`src/design/mkwx_pkg.sv`:
```
// constants for the minstd keystream word xor block
// holds word widths, minstd step constants and register indexes; no dependencies

package mkwx_pkg;

    localparam int WordW      = 32;
    localparam int IndexW     = 30;
    localparam int CountW     = 3;
    localparam int QuotW      = 16;
    localparam int CfgIndexW  = 1;
    localparam int StepsPerWord = 4;
    localparam int ByteW      = 8;
    localparam int BytesPerWordI = WordW / ByteW;

    // minstd multiplier and schrage quotient
    localparam logic [WordW-1:0] MsA   = 32'd48271;
    localparam logic [WordW-1:0] MsQ   = 32'd44488;
    localparam logic [WordW-1:0] MsFix = 32'h7FFF_FFFF;

    // largest quotient magnitude, reached at -2^31
    localparam logic [QuotW-1:0] MaxQuot = 16'd48271;

    // reciprocal of the schrage quotient, scaled by 2^RecipShift, rounded down
    localparam int RecipShift = 47;
    localparam logic [63:0] RecipWide = (64'd1 << RecipShift) / 64'd44488;
    localparam logic [WordW-1:0] MsRecip = RecipWide[WordW-1:0];

    localparam logic [CountW-1:0] BytesPerWord = CountW'(BytesPerWordI);

    // register indexes
    localparam logic [CfgIndexW-1:0] CfgTotalSize  = 1'b0;
    localparam logic [CfgIndexW-1:0] CfgFileOffset = 1'b1;

endpackage

```
`src/design/minstd_keystream_word_xor.sv`:
```
// top level of the minstd keystream word xor decryptor
// uses mkwx_pkg for widths, step constants and register indexes

// Decrypts one archive entry as little-endian 32-bit words. Word i is XORed
// with a key built from four chained MINSTD steps (multiplier 48271, Schrage
// form) seeded with (total_size ^ file_offset) + i; bytes past total_size pass
// unchanged and the word count wraps to zero after the last word. A single
// 32x32 multiplier with one adder behind it runs each step through its phases
// (product 48271*x, quotient estimate by reciprocal, quotient correction,
// update), and the four steps of a word run one after another. A new word is
// taken only once the last one has had its result loaded, and with total_size
// zero the word skips the step loop. s_ready is high only
// while the block is idle. The result sits in an output register, so the block
// goes back to idle and takes the next word while that beat waits on m_ready;
// only a second result waits for the first to drain. Configuration writes are
// always accepted (cfg_ready tied high) and must be done between entries;
// cfg_index 0 is total_size, 1 is file_offset. Writes leave the word count
// alone; if total_size is lowered so that the count lies at or past the end,
// the next word is taken as the first of the entry.

module minstd_keystream_word_xor
    import mkwx_pkg::*;
(
    input  logic                 aclk,
    input  logic                 aresetn,

    // encrypted word in
    input  logic                 s_valid,
    output logic                 s_ready,
    input  logic [WordW-1:0]     s_data_word,

    // decrypted word out
    output logic                 m_valid,
    input  logic                 m_ready,
    output logic [WordW-1:0]     m_plain_word,
    output logic [CountW-1:0]    m_bytes_valid,
    output logic                 m_last_word,

    // register writes
    input  logic                 cfg_valid,
    output logic                 cfg_ready,
    input  logic [CfgIndexW-1:0] cfg_index,
    input  logic [WordW-1:0]     cfg_data
);

    localparam int StepW = $clog2(StepsPerWord);
    localparam logic [StepW-1:0] LastStep = StepW'(StepsPerWord - 1);

    typedef enum logic [1:0] {
        ST_IDLE,
        ST_CALC,
        ST_FIN
    } state_t;

    // phases of one minstd step
    typedef enum logic [1:0] {
        PH_ABS,
        PH_QEST,
        PH_QFIX,
        PH_UPD
    } phase_t;

    // control
    state_t              state_reg,  state_next;
    phase_t              phase_reg,  phase_next;
    logic [StepW-1:0]    step_reg,   step_next;
    logic [IndexW-1:0]   word_index_reg, word_index_next;
    logic                m_valid_reg, m_valid_next;

    // configuration
    logic [WordW-1:0]    total_size_reg, total_size_next;
    logic [WordW-1:0]    file_offset_reg, file_offset_next;

    // payload and step datapath
    logic [WordW-1:0]    data_reg,   data_next;
    logic [CountW-1:0]   n_reg,      n_next;
    logic                last_reg,   last_next;
    logic [WordW-1:0]    x_reg,      x_next;
    logic [WordW-1:0]    a_reg,      a_next;
    logic                neg_reg,    neg_next;
    logic [QuotW-1:0]    q_reg,      q_next;
    logic [WordW-1:0]    p1_reg,     p1_next;
    logic [WordW-1:0]    key_reg,    key_next;
    logic [WordW-1:0]    m_plain_word_reg,  m_plain_word_next;
    logic [CountW-1:0]   m_bytes_valid_reg, m_bytes_valid_next;
    logic                m_last_word_reg,   m_last_word_next;

    // shared multiplier
    logic [WordW-1:0]    mul_a, mul_b;
    logic [2*WordW-1:0]  mul_prod;

    // entry position at accept
    logic [WordW-1:0]    done_bytes;
    logic [WordW:0]      rem_diff;
    logic                past_end;
    logic [IndexW-1:0]   idx_eff;
    logic [WordW-1:0]    remaining;
    logic                acc_last;
    logic [CountW-1:0]   acc_n;
    logic [WordW-1:0]    seed;

    // step arithmetic
    logic [WordW-1:0]    rem0;
    logic [WordW-1:0]    q_signed;
    logic [WordW-1:0]    s_raw;
    logic [WordW-1:0]    x_new;
    logic [WordW-1:0]    byte_mask;

    logic                in_beat;
    logic                out_free;

    assign s_ready   = (state_reg == ST_IDLE);
    assign cfg_ready = 1'b1;
    assign in_beat   = s_valid && s_ready;
    assign out_free  = !m_valid_reg || m_ready;

    assign m_valid       = m_valid_reg;
    assign m_plain_word  = m_plain_word_reg;
    assign m_bytes_valid = m_bytes_valid_reg;
    assign m_last_word   = m_last_word_reg;

    // where the next word sits in the entry
    assign done_bytes = {word_index_reg, 2'b00};
    assign rem_diff   = {1'b0, total_size_reg} - {1'b0, done_bytes};
    assign past_end   = rem_diff[WordW] || (rem_diff[WordW-1:0] == '0);
    assign idx_eff    = past_end ? '0 : word_index_reg;
    assign remaining  = past_end ? total_size_reg : rem_diff[WordW-1:0];
    assign acc_last   = (remaining <= WordW'(BytesPerWordI));
    assign acc_n      = acc_last ? remaining[CountW-1:0] : BytesPerWord;
    assign seed       = (total_size_reg ^ file_offset_reg) + {2'b00, idx_eff};

    // operand select for the one multiplier
    always_comb begin
        unique case (phase_reg)
            PH_ABS: begin
                mul_a = x_reg;
                mul_b = MsA;
            end
            PH_QEST: begin
                mul_a = a_reg;
                mul_b = MsRecip;
            end
            PH_QFIX: begin
                mul_a = {{(WordW-QuotW){1'b0}}, q_reg};
                mul_b = MsQ;
            end
            default: begin
                mul_a = '0;
                mul_b = '0;
            end
        endcase
    end

    assign mul_prod = mul_a * mul_b;

    // remainder of the estimated quotient, below twice the divisor
    assign rem0 = a_reg - mul_prod[WordW-1:0];

    // 48271*x - q*(2^31-1) taken mod 2^32, equal to the schrage form
    assign q_signed = neg_reg ? (WordW'(0) - {{(WordW-QuotW){1'b0}}, q_reg})
                              : {{(WordW-QuotW){1'b0}}, q_reg};
    assign s_raw = p1_reg + q_signed - {q_reg[0], {(WordW-1){1'b0}}};
    // non-positive results wrap back into range
    assign x_new = ((s_raw == '0) || s_raw[WordW-1]) ? (s_raw + MsFix) : s_raw;

    // one mask byte for each decrypted byte
    always_comb begin
        for (int i = 0; i < BytesPerWordI; i++) begin
            byte_mask[i*ByteW +: ByteW] = (n_reg > CountW'(i)) ? '1 : '0;
        end
    end

    always_comb begin
        state_next         = state_reg;
        phase_next         = phase_reg;
        step_next          = step_reg;
        word_index_next    = word_index_reg;
        m_valid_next       = m_valid_reg;
        total_size_next    = total_size_reg;
        file_offset_next   = file_offset_reg;
        data_next          = data_reg;
        n_next             = n_reg;
        last_next          = last_reg;
        x_next             = x_reg;
        a_next             = a_reg;
        neg_next           = neg_reg;
        q_next             = q_reg;
        p1_next            = p1_reg;
        key_next           = key_reg;
        m_plain_word_next  = m_plain_word_reg;
        m_bytes_valid_next = m_bytes_valid_reg;
        m_last_word_next   = m_last_word_reg;

        if (cfg_valid && cfg_ready) begin
            unique case (cfg_index)
                CfgTotalSize:  total_size_next  = cfg_data;
                CfgFileOffset: file_offset_next = cfg_data;
                default: ;
            endcase
        end

        if (m_valid_reg && m_ready) begin
            m_valid_next = 1'b0;
        end

        unique case (state_reg)
            ST_IDLE: begin
                if (in_beat) begin
                    data_next = s_data_word;
                    if (total_size_reg == '0) begin
                        // empty entry: word passes through
                        n_next          = '0;
                        last_next       = 1'b0;
                        word_index_next = '0;
                        state_next      = ST_FIN;
                    end else begin
                        n_next          = acc_n;
                        last_next       = acc_last;
                        word_index_next = acc_last ? '0 : (idx_eff + IndexW'(1));
                        x_next          = seed;
                        step_next       = '0;
                        phase_next      = PH_ABS;
                        state_next      = ST_CALC;
                    end
                end
            end
            ST_CALC: begin
                unique case (phase_reg)
                    PH_ABS: begin
                        p1_next    = mul_prod[WordW-1:0];
                        neg_next   = x_reg[WordW-1];
                        a_next     = x_reg[WordW-1] ? (WordW'(0) - x_reg) : x_reg;
                        phase_next = PH_QEST;
                    end
                    PH_QEST: begin
                        q_next     = mul_prod[RecipShift +: QuotW];
                        phase_next = PH_QFIX;
                    end
                    PH_QFIX: begin
                        q_next     = q_reg + QuotW'(rem0 >= MsQ);
                        phase_next = PH_UPD;
                    end
                    PH_UPD: begin
                        x_next     = x_new;
                        key_next   = {key_reg[WordW-ByteW-1:0], x_new[ByteW-1:0]};
                        phase_next = PH_ABS;
                        step_next  = step_reg + StepW'(1);
                        if (step_reg == LastStep) begin
                            state_next = ST_FIN;
                        end
                    end
                    default: ;
                endcase
            end
            ST_FIN: begin
                if (out_free) begin
                    m_valid_next       = 1'b1;
                    m_plain_word_next  = data_reg ^ (key_reg & byte_mask);
                    m_bytes_valid_next = n_reg;
                    m_last_word_next   = last_reg;
                    state_next         = ST_IDLE;
                end
            end
            default: begin
                state_next = ST_IDLE;
            end
        endcase
    end

    always_ff @(posedge aclk) begin
        if (!aresetn) begin
            state_reg       <= ST_IDLE;
            phase_reg       <= PH_ABS;
            step_reg        <= '0;
            word_index_reg  <= '0;
            m_valid_reg     <= 1'b0;
            total_size_reg  <= '0;
            file_offset_reg <= '0;
        end else begin
            state_reg       <= state_next;
            phase_reg       <= phase_next;
            step_reg        <= step_next;
            word_index_reg  <= word_index_next;
            m_valid_reg     <= m_valid_next;
            total_size_reg  <= total_size_next;
            file_offset_reg <= file_offset_next;
        end
        data_reg          <= data_next;
        n_reg             <= n_next;
        last_reg          <= last_next;
        x_reg             <= x_next;
        a_reg             <= a_next;
        neg_reg           <= neg_next;
        q_reg             <= q_next;
        p1_reg            <= p1_next;
        key_reg           <= key_next;
        m_plain_word_reg  <= m_plain_word_next;
        m_bytes_valid_reg <= m_bytes_valid_next;
        m_last_word_reg   <= m_last_word_next;
    end

`ifndef SYNTHESIS
    // a word in work blocks the input until its result is loaded
    a_busy_after_beat: assert property (@(posedge aclk) disable iff (!aresetn)
        in_beat |=> !s_ready)
        else $error("input taken again right after a beat");

    // the corrected quotient never exceeds its bound at -2^31
    a_quot_bound: assert property (@(posedge aclk) disable iff (!aresetn)
        (state_reg == ST_CALC) && (phase_reg == PH_UPD) |-> (q_reg <= MaxQuot))
        else $error("schrage quotient out of range");

    // the step result is always a positive 31-bit value
    a_step_positive: assert property (@(posedge aclk) disable iff (!aresetn)
        (state_reg == ST_CALC) && (phase_reg == PH_UPD)
            |-> (!x_new[WordW-1] && (x_new != '0)))
        else $error("minstd step left range");

    // the count wraps after the last word of an entry
    a_wrap_after_last: assert property (@(posedge aclk) disable iff (!aresetn)
        in_beat && (total_size_reg != '0) && acc_last |=> (word_index_reg == '0))
        else $error("word count not cleared after last word");

    // a last-word beat always decrypts at least one byte
    a_last_has_bytes: assert property (@(posedge aclk) disable iff (!aresetn)
        m_valid && m_last_word |-> (m_bytes_valid != '0)
            && (m_bytes_valid <= BytesPerWord))
        else $error("bad byte count on last word");
`endif

endmodule

```
`config.mk`:
```
export PLATFORM = sky130hd
export DESIGN_NAME = minstd_keystream_word_xor
export DESIGN_NICKNAME = d
export VERILOG_FILES = /design/src/design/mkwx_pkg.sv /design/src/design/minstd_keystream_word_xor.sv
export SDC_FILE = /design/constraint.sdc
export NUM_CORES = 2
export LEC_CHECK = 0
export ABC_AREA = 0
export BUFFER_PORTS_ARGS = -buffer_cell sky130_fd_sc_hd__buf_2
export CELL_PAD_IN_SITES_DETAIL_PLACEMENT = 2
export CELL_PAD_IN_SITES_GLOBAL_PLACEMENT = 2
export CORE_MARGIN = 1
export CORE_UTILIZATION = 43
export DETAILED_ROUTE_END_ITERATION = 8
export GPL_TIMING_DRIVEN = 0
export PLACE_DENSITY = 0.83
export SLEW_MARGIN = 20
export SYNTH_ARGS = -nofsm -noshare
export SYNTH_HDL_FRONTEND = slang
export SYNTH_SLANG_ARGS = --single-unit
```
`constraint.sdc`:
```
create_clock -name aclk -period 15.2 [get_ports aclk]
set_clock_uncertainty 0.2 [all_clocks]
set_input_delay 3.04 -clock aclk [delete_from_list [all_inputs] [get_ports aclk]]
set_output_delay 3.04 -clock aclk [all_outputs]
set_load 0.03 [all_outputs]
```
**Word-level counts from Yosys, hierarchy flattened**

Index checks and enable logic that the tools add are counted.

- Bits in registers: 318
- Bits of input ports: 70
- Word-level logic and storage cells: 113

- $add $sub $neg: 11
- Multiply operators: 1
- Magnitude comparators: 6
- Equality and inequality tests: 11
- Muxes and demuxes: 34
- Bitwise gates (word level): 5
- Reduce and logical (&&, ||, !) cells: 24

Operators by type and width:

| operator | number |
|---|---|
| two-way mux 32 bit | 6 |
| one-hot mux 32 bit (3 select lines) | 2 |
| zero test 32 bit | 3 |
| two-way mux 30 bit | 3 |
| one-hot mux 32 bit (2 select lines) | 1 |
| subtractor 32 bit | 2 |
| XOR 32 bit | 2 |
| multiplier 32 x 32 -> 63 bit | 1 |
| subtractor 32 x 32 -> 33 bit | 1 |
| adder 32 x 30 -> 32 bit | 1 |
| adder 32 x 31 -> 32 bit, second input constant | 1 |
| adder 32 bit | 1 |
| AND 32 bit | 1 |
| >= comparator 32 x 16 -> 1 bit, second input constant | 1 |
| less-or-equal comparator 32 x 3 -> 1 bit, second input constant | 1 |
| two-way mux 8 bit | 4 |
| one-hot mux 16 bit (2 select lines) | 1 |
| subtractor 1 x 32 -> 32 bit, first input constant | 1 |
| two-way mux 31 bit | 1 |
| adder 30 x 1 -> 30 bit, second input constant | 1 |
| subtractor 1 x 16 -> 17 bit, first input constant | 1 |
| adder 16 x 1 -> 16 bit | 1 |
| two-way mux 2 bit | 8 |
| AND reduction 2 bit | 7 |
| other kinds (21) | 40 |

**Longest topological paths before layout**

- Depth in word-level cells: 9
- Mapped depth: 56
- Depth with buffers taken out: 54

**Worst setup path before layout**

Ideal clock, no wire load.

- Path type: register to register
- From: register phase_reg[1]
- To: register q_reg[11] (data pin)
- Data arrival time: 10.857 ns
- Setup slack: 3.876 ns
- Stages on the path, launching flop included: 46
- Path buffers: 2
- Cell sequence: dfxtp_1 > inv_1 > ha_1 > clkbuf_1 > buf_1 > a22oi_1 > nor2_1 > nand2_1 > inv_1 > or2_2 > inv_1 > fa_1 > inv_1 > fa_1 > fa_1 > inv_1 > fa_1 > inv_1 > [... 10 more ...] > and3_1 > and3_1 > a21oi_1 > o311ai_0 > maj3_1 > a21o_1 > a21oi_1 > o2bb2ai_1 > nor4b_1 > nand4_1 > ha_1 > and4_1 > nand2_1 > nor2_1 > and3_1 > or2_2 > nand3_1 > o21ai_0

- Longest elaborated chain between the ends: 7

RTL lines:

| item | line | RTL |
|---|---|---|
| start, declared | minstd_keystream_word_xor.sv:65 | `phase_t phase_reg, phase_next;` |
| start signal, assigned | minstd_keystream_word_xor.sv:281 | `phase_reg <= phase_next;` |
| equality test 2 bit (tied with other cells) | minstd_keystream_word_xor.sv:134, minstd_keystream_word_xor.sv:228 |  |
| one-hot mux 32 bit (3 select lines) | minstd_keystream_word_xor.sv:134 | `unique case (phase_reg)` |
| multiplier 32 x 32 -> 63 bit | minstd_keystream_word_xor.sv:154 | `assign mul_prod = mul_a * mul_b;` |
| subtractor 32 bit | minstd_keystream_word_xor.sv:157 | `assign rem0 = a_reg - mul_prod[WordW-1:0];` |
| >= comparator 32 x 16 -> 1 bit | minstd_keystream_word_xor.sv:240 | `q_next = q_reg + QuotW'(rem0 >= MsQ);` |
| adder 16 x 1 -> 16 bit | minstd_keystream_word_xor.sv:240 |  |
| one-hot mux 16 bit (2 select lines) (*) | minstd_keystream_word_xor.sv:228 | `unique case (phase_reg)` |
| end signal, assigned | minstd_keystream_word_xor.sv:294 | `q_reg <= q_next;` |
| end, declared | minstd_keystream_word_xor.sv:81 | `logic [QuotW-1:0] q_reg, q_next;` |

Mark *: on every way between the ends. The rest lies on a longest branch, timed or not.
A chain may end at the register's enable or synchronous reset.

**Worst setup path after layout**

Ends and elaborated chain as after synthesis.

==> impl_metrics.toml <==
[cells_and_area]
syn_to_final_growth_pct = 8.06
drive_gt1_share_pct = 5.27
final_common_cell = "inv_1"
fin_cells = 6424
mostFrequentLayoutCells = "835 x inv_1, 614 x fa_1, 544 x ha_1, 410 x nand2_1, 249 x a21oi_1"
nets = 6228
final_area_sq_um = 49400

[clock_tree]
cts_buffers = 37
clockBufferDepth = 3
htree_levels = 2
cts.clk_slew.worst_paths_ps = 60
clock_latency_ps = 630
numClockSinks = 318
cts_tree = "yes"
cts-root-buf = "clkbuf_16"
cts_setup_buffers = 0

[die]
initial_core_util_pct = 43.4
die_y_um = 328
rows = 119
die_area_sq_um = 108000
dieWidth_um = 328
ios = 109
core_sq_um = 105000

[setup_path]
cp-start-kind = "flip-flop"
critical-path-slowest-cell = "and2_1"
crit_top_cell = "fa_1"
crit_path_end_kind = "flip-flop"
cp_max_fo = 10
critPathMaxStageDelay_ps = 620
required_ps = 15290
critPathKind = "flip-flop to flip-flop"
crit_arrival_ps = 14790

[placed_design]
dp_hpwl_um = 170000
placed_area_sq_um = 48100
gp_congestion = 0.932
placed_cells = 6352
portBuffers = 107

[hold_path]
hold_class = "flip-flop to flip-flop"

[sta]
relSlewSlack_pct = 23.4
fin_tns_setup_ps = 0
setup_violations = 0
tightestPinTransition_ps = 1150
max_freq_mhz = 68.0
period_minus_slack_ps = 14710
slew_viol_final = 0
rsz0062_at_grt = "no"
period_share_pct = 96.7
hold_viol = 0

[yosys]
synth_edf_count = 217
yosys_warnings = 0
postSynthCellCount = 4850
synth_largest_area_cell = "fa_1"
yosys-top-cells-area = "fa_1 27%, ha_1 15%, edfxtp_1 14%"
synth_fp_nets = 6078
ys_ff_latch = 318
ys_async_sr_fraction_pct = 0
syn-cell-area_sq_um = 45700
synth_top_area_share_pct = 26.9
syn_avg_cell_area_sq_um = 9.43
ys_types = 96
synth_flop_cell = "edfxtp_1"
yosysSeqAreaShare_pct = 18.7

[routing]
drt_iter0_drc = 2708
dr.pass1.iters = 6
avgRoutedWirePerCell_um = 31.3
vias = 39200
ant_nets = 0
viasPerCell = 6.10
wirelength_um = 201000
drc_errors = 0

[global_route]
grt.total_usage_pct = 37.6
grt_overflow = 0
grt_max_degree = 59
antenna_found_initial = 6
grt_pass1_vias = 45400
grt_pass1_wl_um = 298000

[status]
status = "finished, final reports clean"

[flow_run]
maxCapViolCount = 0
[cell usage after synthesis (20+ instances only)]
library cell and n:
a211oi_1 20, a21o_1 96, a21oi_1 249, a22oi_1 23, a31oi_1 43, and2_1 104, and3_1 65, clkbuf_1 131
dfxtp_1 101, edfxtp_1 217, fa_1 614, ha_1 544, inv_1 836, nand2_1 411, nand2b_1 56, nand3_1 78
nand4_1 44, nor2_1 224, nor2b_1 28, nor3_1 66, nor4_1 39, o211ai_1 26, o21a_1 33, o21ai_0 148
o21bai_1 22, o31ai_1 38, or2_2 33, or3_1 26, xnor2_1 135, xor2_1 97
[per-layer routing]
| layer | vias up | global-route usage, % | share of wire [%] |
|---|---|---|---|
| met1 | 20100 | 39.8 | 35 |
| met4 | 2 | 28.2 | 8.7 |
| met3 | 782 | 6.23 | 5.4 |
| met2 | 1646 | 66.9 | 50 |
| li1 | 16600 | - | - |
| met5 | - | 0 | 0.0060 |
[final cells by class]
type,instances,area (sq um)
Antenna cell,6,15.0
Buffer,149,589
Clock buffer,47,993
Clock inverter,19,225
Fill cell,11300,56000
Inverter,836,3140
Multi-Input combinational cell,3547,33600
Sequential cell,318,8540
Tap cell,1391,1740
Timing Repair Buffer,111,622
[critical path: cells and delay by family, from the launching register on]
family / cells / cell delay (ps)
AOI/OAI and AO/OA: 11 / 2440
buffers and inverters: 8 / 1630
adders and majority gates: 12 / 5580
and+or+nand+nor: 15 / 3760
xor gates and xnor gates: 1 / 440
DFF: 1 / 340
[stage by stage]
step / util [%] / hold slack (ps) / setup slack, ps
floorplan: - / 200 / 3880
global placement: 45.5 / 207 / 281
detailed placement: 45.6 / 218 / 149
CTS: 46.8 / 263 / 9.90
global route: 46.9 / 279 / 33.7
finish: 46.9 / 259 / 495
[path summary, 6_finish.rpt]
path                                                 from  slack [ps]               endpoint  depth (start not counted)
worst max register to register  phase_reg[1]$_SDFFE_PN0P_         490    q_reg[11]$_DFFE_PP_                         47
worst max-delay path            phase_reg[1]$_SDFFE_PN0P_         490    q_reg[11]$_DFFE_PP_                         47
worst min-delay path                key_reg[10]$_DFFE_PP_         260  key_reg[18]$_DFFE_PP_                          0
worst min register to register      key_reg[10]$_DFFE_PP_         260  key_reg[18]$_DFFE_PP_                          0
[kinds of logic (layout without fill, tap and decap cells)]
kind of cell | count (synthesis) | count (layout) | share of synthesized area [%]
mux | 24 | 24 | 0.539
simple gates | 1246 | 1246 | 13.6
compound gates | 884 | 884 | 12.8
xor+xnor | 232 | 232 | 4.44
buf+inv | 985 | 1162 | 8.12
flops | 318 | 318 | 18.7
fa+ha+maj | 1160 | 1160 | 41.8
other cells | 1 | 7 | 0.00820
[repair_timing]
action                                  CTS  global route
hold buffers                              0             0
hold endpoints to repair                  0             0
cloned                                    0             0
endpoints found under the setup margin    1            14
gates resized for setup                   1            30
Power is not shown: default switching activity piles up to over one toggle a cycle in this logic, so the estimate is an artifact.
